===== config.mk =====
export PLATFORM = sky130hd
export DESIGN_NAME = arp_cache_store_lookup_core
export DESIGN_NICKNAME = d
export VERILOG_FILES = /design/src/sv/arpc_pkg.sv /design/src/sv/arpc_ram.sv /design/src/sv/arpc_cmp.sv /design/src/sv/arp_cache_store_lookup_core.sv
export SDC_FILE = /design/constraint.sdc
export NUM_CORES = 1
export LEC_CHECK = 0
export BUFFER_PORTS_ARGS = -buffer_cell sky130_fd_sc_hd__buf_2
export CORE_MARGIN = 2
export CORE_UTILIZATION = 45
export CTS_CLUSTER_DIAMETER = 120
export DETAILED_ROUTE_END_ITERATION = 16
export MAX_ROUTING_LAYER = met4
export PLACE_DENSITY = 0.58
export SKIP_CTS_REPAIR_TIMING = 1
export SYNTH_ARGS = -nofsm -noshare
export SYNTH_HDL_FRONTEND = slang
export SYNTH_SLANG_ARGS = --single-unit

===== constraint.sdc =====
create_clock -name clk_i -period 16.65 [get_ports clk_i]
set_input_delay 0 -clock clk_i [delete_from_list [all_inputs] [get_ports clk_i]]
set_output_delay 0 -clock clk_i [all_outputs]
set_load 0.02 [all_outputs]

===== src/sv/arpc_pkg.sv =====
package arpc_pkg;

  // operation codes
  localparam logic FUNC_STORE  = 1'b0;
  localparam logic FUNC_LOOKUP = 1'b1;

  // stamp that no valid entry can exceed
  localparam logic [31:0] STAMP_MAX = 32'hffff_ffff;

  // one request
  typedef struct packed {
    logic        func;
    logic [31:0] ip_addr;
    logic [47:0] mac_addr;
    logic [31:0] now_tick;
  } req_t;

  // one result
  typedef struct packed {
    logic        hit;
    logic [47:0] mac_out;
    logic [2:0]  slot_index;
  } res_t;

  // one table entry as held in the RAM
  typedef struct packed {
    logic [31:0] ip;
    logic [47:0] mac;
    logic [31:0] stamp;
  } entry_t;

  localparam int unsigned ENTRY_W = $bits(entry_t);

  // flags from the compare unit
  typedef struct packed {
    logic ip_eq;
    logic older;
  } cmp_flags_t;

endpackage


===== src/sv/arpc_ram.sv =====
module arpc_ram #(
  parameter int unsigned WIDTH = 112,
  parameter int unsigned DEPTH = 8
) (
  input  logic                                   clk_i,
  input  logic                                   we_i,
  input  logic [((DEPTH > 1) ? $clog2(DEPTH) : 1)-1:0] waddr_i,
  input  logic [WIDTH-1:0]                       wdata_i,
  input  logic [((DEPTH > 1) ? $clog2(DEPTH) : 1)-1:0] raddr_i,
  output logic [WIDTH-1:0]                       rdata_o
);

  logic [WIDTH-1:0] mem_q [DEPTH];

  // write port and registered read port
  always_ff @(posedge clk_i) begin
    if (we_i) begin
      mem_q[waddr_i] <= wdata_i;
    end
    rdata_o <= mem_q[raddr_i];
  end

endmodule


===== src/sv/arpc_cmp.sv =====
module arpc_cmp (
  input  arpc_pkg::entry_t     entry_i,
  input  logic [31:0]          key_ip_i,
  input  logic [31:0]          best_i,
  output arpc_pkg::cmp_flags_t flags_o
);

  // address match and age compare for the entry under scan
  always_comb begin
    flags_o.ip_eq = (entry_i.ip == key_ip_i);
    flags_o.older = (entry_i.stamp < best_i);
  end

endmodule


===== src/sv/arp_cache_store_lookup_core.sv =====
// Channel   Ports                    Direction  Handshake
// request   start, req_i             in         taken when start && !busy
// result    done_o, res_o            out        valid for one cycle on done_o
//
// A request scans the table one entry per cycle through the RAM read port;
// the result strobe is registered from the decision, and a new request can
// be taken in the cycle the strobe shows.
// busy is high from the accept edge until the scan has finished.
// Reset clears all valid flags at once; the RAM contents need no clearing.
// The result side cannot stall: each result shows for exactly one cycle.
module arp_cache_store_lookup_core #(
  parameter int unsigned ENTRIES = 8
) (
  input  logic            clk_i,
  input  logic            rst_ni,
  input  logic            start,
  input  arpc_pkg::req_t  req_i,
  output logic            busy,
  output logic            done_o,
  output arpc_pkg::res_t  res_o
);

  localparam int unsigned IW = (ENTRIES > 1) ? $clog2(ENTRIES) : 1;
  localparam int unsigned CW = $clog2(ENTRIES + 1);
  localparam logic [IW-1:0] LAST = IW'(ENTRIES - 1);

  localparam logic ST_IDLE = 1'b0;
  localparam logic ST_SCAN = 1'b1;

  logic                 state_q, state_d;
  arpc_pkg::req_t       req_q;
  logic [CW-1:0]        rd_q, rd_d;
  logic [IW-1:0]        cmp_q, cmp_d;
  logic                 cmp_vld_q, cmp_vld_d;
  logic [31:0]          best_q, best_d;
  logic [IW-1:0]        chosen_q, chosen_d;
  logic                 valid_q [ENTRIES];
  logic                 done_q, done_d;
  arpc_pkg::res_t       res_q, res_d;

  logic                 accept;
  logic                 finish;
  logic                 wr_en;
  logic [IW-1:0]        wr_slot;
  logic                 ev_valid;
  logic                 ev_match;
  logic [arpc_pkg::ENTRY_W-1:0] rdata;
  arpc_pkg::entry_t     rd_entry;
  arpc_pkg::entry_t     wr_entry;
  arpc_pkg::cmp_flags_t flags;

  assign accept = start && !busy;
  assign busy   = (state_q != ST_IDLE);

  // entry storage
  assign wr_entry = '{ip: req_q.ip_addr, mac: req_q.mac_addr, stamp: req_q.now_tick};

  arpc_ram #(
    .WIDTH(arpc_pkg::ENTRY_W),
    .DEPTH(ENTRIES)
  ) u_ram (
    .clk_i  (clk_i),
    .we_i   (wr_en),
    .waddr_i(wr_slot),
    .wdata_i(wr_entry),
    .raddr_i(rd_q[IW-1:0]),
    .rdata_o(rdata)
  );

  assign rd_entry = arpc_pkg::entry_t'(rdata);

  // shared compare unit
  arpc_cmp u_cmp (
    .entry_i (rd_entry),
    .key_ip_i(req_q.ip_addr),
    .best_i  (best_q),
    .flags_o (flags)
  );

  assign ev_valid = valid_q[cmp_q];
  assign ev_match = ev_valid && flags.ip_eq;

  // scan sequencer and decision
  always_comb begin
    state_d   = state_q;
    rd_d      = rd_q;
    cmp_d     = cmp_q;
    cmp_vld_d = cmp_vld_q;
    best_d    = best_q;
    chosen_d  = chosen_q;
    done_d    = 1'b0;
    res_d     = res_q;
    finish    = 1'b0;
    wr_en     = 1'b0;
    wr_slot   = cmp_q;

    unique case (state_q)
      ST_IDLE: begin
        if (accept) begin
          state_d   = ST_SCAN;
          rd_d      = '0;
          cmp_vld_d = 1'b0;
          best_d    = arpc_pkg::STAMP_MAX;
          chosen_d  = '0;
        end
      end
      ST_SCAN: begin
        // issue the next read while the previous entry is compared
        cmp_vld_d = (rd_q < CW'(ENTRIES));
        cmp_d     = rd_q[IW-1:0];
        if (rd_q < CW'(ENTRIES)) begin
          rd_d = rd_q + CW'(1);
        end
        if (cmp_vld_q) begin
          if (req_q.func == arpc_pkg::FUNC_LOOKUP) begin
            if (ev_match) begin
              finish = 1'b1;
              res_d  = '{hit: 1'b1, mac_out: rd_entry.mac, slot_index: 3'(cmp_q)};
            end else if (cmp_q == LAST) begin
              finish = 1'b1;
              res_d  = '{hit: 1'b0, mac_out: '0, slot_index: '0};
            end
          end else begin
            if (!ev_valid || ev_match) begin
              finish  = 1'b1;
              wr_slot = cmp_q;
            end else begin
              // oldest valid entry so far, first one on ties
              if (flags.older) begin
                best_d   = rd_entry.stamp;
                chosen_d = cmp_q;
              end
              if (cmp_q == LAST) begin
                finish  = 1'b1;
                wr_slot = chosen_d;
              end
            end
            wr_en = finish;
            res_d = '{hit: 1'b1, mac_out: '0, slot_index: 3'(wr_slot)};
          end
        end
        if (finish) begin
          state_d = ST_IDLE;
          done_d  = 1'b1;
        end
      end
      default: begin
        state_d = ST_IDLE;
      end
    endcase
  end

  // control registers
  always_ff @(posedge clk_i or negedge rst_ni) begin
    if (!rst_ni) begin
      state_q   <= ST_IDLE;
      rd_q      <= '0;
      cmp_q     <= '0;
      cmp_vld_q <= 1'b0;
      done_q    <= 1'b0;
      for (int i = 0; i < ENTRIES; i++) begin
        valid_q[i] <= 1'b0;
      end
    end else begin
      state_q   <= state_d;
      rd_q      <= rd_d;
      cmp_q     <= cmp_d;
      cmp_vld_q <= cmp_vld_d;
      done_q    <= done_d;
      if (wr_en) begin
        valid_q[wr_slot] <= 1'b1;
      end
    end
  end

  // payload registers
  always_ff @(posedge clk_i) begin
    if (accept) begin
      req_q <= req_i;
    end
    best_q   <= best_d;
    chosen_q <= chosen_d;
    res_q    <= res_d;
  end

  assign done_o = done_q;
  assign res_o  = res_q;

endmodule


==> impl_metrics.json <==
{
  "slowest_stage": "nor4_1",
  "antenna_found_initial": 0,
  "drtIter0Drc": 1608,
  "rsz0062_at_grt": "false",
  "dp_hpwl_um": 45740,
  "syn2layout_area_growth_pct": 18.06,
  "fmax_mhz": 210.9,
  "path_cells": "xnor2_1 > nand4_1 > nor4_1 > a21oi_2 > nand2_2 > o31ai_4 > nor4_2 > buf_4",
  "netlist_area_mm2": 0.04458,
  "cp-start-kind": "flop",
  "reg2regPathDepth": 8,
  "power_frac_comb_pct": 21.6,
  "start_util_pct": 45.37,
  "clock_latency_ns": 0.72,
  "grt_max_degree": 160,
  "reg2reg_to": "u_ram.mem_q[2][94]$_DFFE_PP_",
  "die_area_mm2": 0.1016,
  "grt-ovfl-total": 0,
  "die_y_um": 318.8,
  "finalHoldViolCount": 0,
  "critical_path.endpoint": "u_ram.mem_q[2][94]$_DFFE_PP_",
  "ios": 170,
  "grt_pass1_wl_um": 134100,
  "tns_ns": 0,
  "fp.coreArea_mm2": 0.09828,
  "synth_cell_types": 55,
  "final_cell_mix": "edfxtp_1, mux4_2, buf_2",
  "wl_per_cell_um": 23.97,
  "cts-root-to-sink-buffers": 3,
  "async_flop_share_pct": 1.468,
  "synth_edf_count": 1096,
  "drive_gt1_share_pct": 31.12,
  "p_sw_share_pct": 26.84,
  "r2r_slack_ns": 11.91,
  "hold_path_class": "in2reg",
  "cts-root-buf": "clkbuf_16",
  "fillers": 7536,
  "rows": 115,
  "cts_made_buffers": 121,
  "required_ns": 16.96,
  "clock_sinks": 1226,
  "utilization_pct": 53.56,
  "worstSetupPathType": "reg2reg",
  "setup_violations": 0,
  "ant_nets": 0,
  "wl_met3_um": 3324,
  "cts_tree": "yes",
  "gp_congestion": 0.7808,
  "max_stage_delay_ns": 0.95,
  "fp.dieW_um": 318.8,
  "reg2reg_from": "req_q[104]$_DFFE_PP_",
  "topRoutingLayerUsed": "met4",
  "cp-startpoint": "req_q[104]$_DFFE_PP_",
  "worst_pin_slew_ns": 1.132,
  "layout_commonest_cell": "edfxtp_1",
  "ys_seq_elements": 1226,
  "p_switching_uw": 2363,
  "vias_per_cell": 5.356,
  "syn_nets": 2111,
  "p_seq_share_pct": 47.3,
  "critPathMaxFanout": 53,
  "clkPwrFrac_pct": 31.1,
  "period_needed_ns": 4.743,
  "status": "completed",
  "ys.flop_type": "edfxtp_1",
  "firstDrtPassIters": 5,
  "io_buffer_count": 169,
  "ir_drop_mv": 0.1917,
  "clock_skew_ns": 0.03178,
  "post_dp_cell_area_mm2": 0.04706,
  "dr_wl_met2_um": 45430,
  "htree_levels": 3,
  "drc": 0,
  "netlist_instances": 1963,
  "cellPowerDensity_mw_per_mm2": 167.2,
  "grtUsageTotal_pct": 18.27,
  "cap_violations": 0,
  "endpoint_kind": "flop",
  "seq_area_frac_synth_pct": 79.86,
  "stdcell_area_mm2": 0.05264,
  "syn_avg_cell_area_um2": 22.71,
  "nets": 2504,
  "m1WireLength_um": 39310,
  "yosysWarnings": 0,
  "wl_um": 89980,
  "path_clk_slew_ns": 0.06,
  "crit_arrival_ns": 5.05,
  "p_int_uw": 6439,
  "slew_headroom_pct": 24.57,
  "routed-via-count": 20110,
  "period_share_pct": 28.48,
  "power.leakage_uw": 0.01761,
  "grt_pass1_vias": 21120,
  "maxSlewViolCount": 0
}
==> layer usage <==
layer / global-route usage [%] / vias up
met5: - / -
met4: 5.361 / 0
met3: 2.737 / 120
met2: 29.76 / 411
met1: 24.07 / 10710
li1: - / 8863
==> registers in the layout, indices dropped and copies added, names as in the netlist <==
register / flops
u_ram.rdata_o: 112
cmp_vld_q: 1
cmp_q: 3
req_q: 113
busy: 1
chosen_q: 3
done_o: 1
res_o: 52
valid_q: 8
best_q: 32
rd_q: 4
u_ram.mem_q: 896
==> cell usage after synthesis (2+ instances only) <==
cell,n,area share [%]
a21oi_1,14,0.16
nand4_1,10,0.14
and4_1,2,0.039
ha_1,32,0.90
o21ai_1,2,0.022
and2_1,2,0.028
nor2_1,7,0.059
o21a_1,2,0.034
nor3_1,4,0.045
mux4_2,225,11
buf_2,24,0.27
nor2b_1,2,0.028
o21ai_0,10,0.11
o311a_1,4,0.090
o31ai_1,4,0.067
nor4_1,6,0.084
mux2_2,117,3.0
buf_1,8,0.067
a21o_1,2,0.034
inv_1,36,0.30
dfrtp_1,18,1.0
a41o_1,4,0.090
xnor2_1,34,0.67
edfxtp_1,1096,74
o21ai_2,2,0.039
and3_1,49,0.69
nand3_1,2,0.022
dfxtp_1,112,5.0
clkbuf_1,49,0.41
nand2_1,19,0.16
mux2i_1,3,0.067
a221oi_1,2,0.039
nand2b_1,38,0.53
==> kinds of logic after synthesis <==
| group | after synthesis | share of synthesized area (%) |
|---|---|---|
| flops | 1226 | 79.86 |
| mux | 346 | 14.45 |
| simple gates | 147 | 1.956 |
| buf+inv | 118 | 1.078 |
| compound gates | 60 | 1.095 |
| xor+xnor | 34 | 0.6679 |
| fa+ha+maj | 32 | 0.8980 |
==> power groups by stage <==
stage / registers, uW / logic, uW / clock network (uW)
floorplan: 4190 / 1430 / 0
global placement: 4210 / 1900 / 0
detailed placement: 4230 / 1920 / 0
CTS: 4170 / 1930 / 2810
global route: 4210 / 2080 / 2930
finish: 4170 / 1900 / 2740
==> area by class of cell <==
cell class                      count  area [um2]  area share, %
Clock buffer                      183        3552          6.749
Inverter                           36       135.1         0.2567
Timing Repair Buffer              352        2613          4.963
Tap cell                         1287        1610          3.059
Multi-Input combinational cell    619        8559          16.26
Sequential cell                  1226       35620          67.67
Antenna cell                        2       5.005       0.009508
Clock inverter                     49       544.3          1.034
==> metrics by stage <==
stage,setup slack (ns),hold WS [ns],power [uW],std cells
final,11.91,0.01087,8801,3754
after global routing,11.72,-0.01066,9220,3752
after CTS,11.88,-0.8248,8911,3605
after detailed placement,11.84,-0.03242,6157,3373
after global placement,11.98,-0.03623,6115,3373
after floorplan,3.167,-0.2956,5620,1963
==> worst min path at each step <==
| stage | startpoint | to | cells past startpoint |
|---|---|---|---|
| 2_1_floorplan | rst_ni | busy$_DFF_PN0_ | 0 |
| 3_3_place_gp | rst_ni | valid_q[6]$_DFFE_PN0P_ | 1 |
| 3_5_place_dp | rst_ni | valid_q[4]$_DFFE_PN0P_ | 1 |
| 4_1_cts | rst_ni | valid_q[6]$_DFFE_PN0P_ | 1 |
| 5_1_grt | req_i[5] | req_q[5]$_DFFE_PP_ | 2 |
| 6_report | req_i[17] | req_q[17]$_DFFE_PP_ | 2 |
==> worst max-delay path, delay by kind of cell, from the launching register on <==
kind,cells,cell delay (ns)
AOI/OAI and AO/OA,2,0.39
xor gates and xnor gates,1,0.23
and+or+nand+nor,4,2.23
DFF,1,0.52
buffers and inverters,1,0.92
Note: power is estimated with default switching activity, not from simulation.
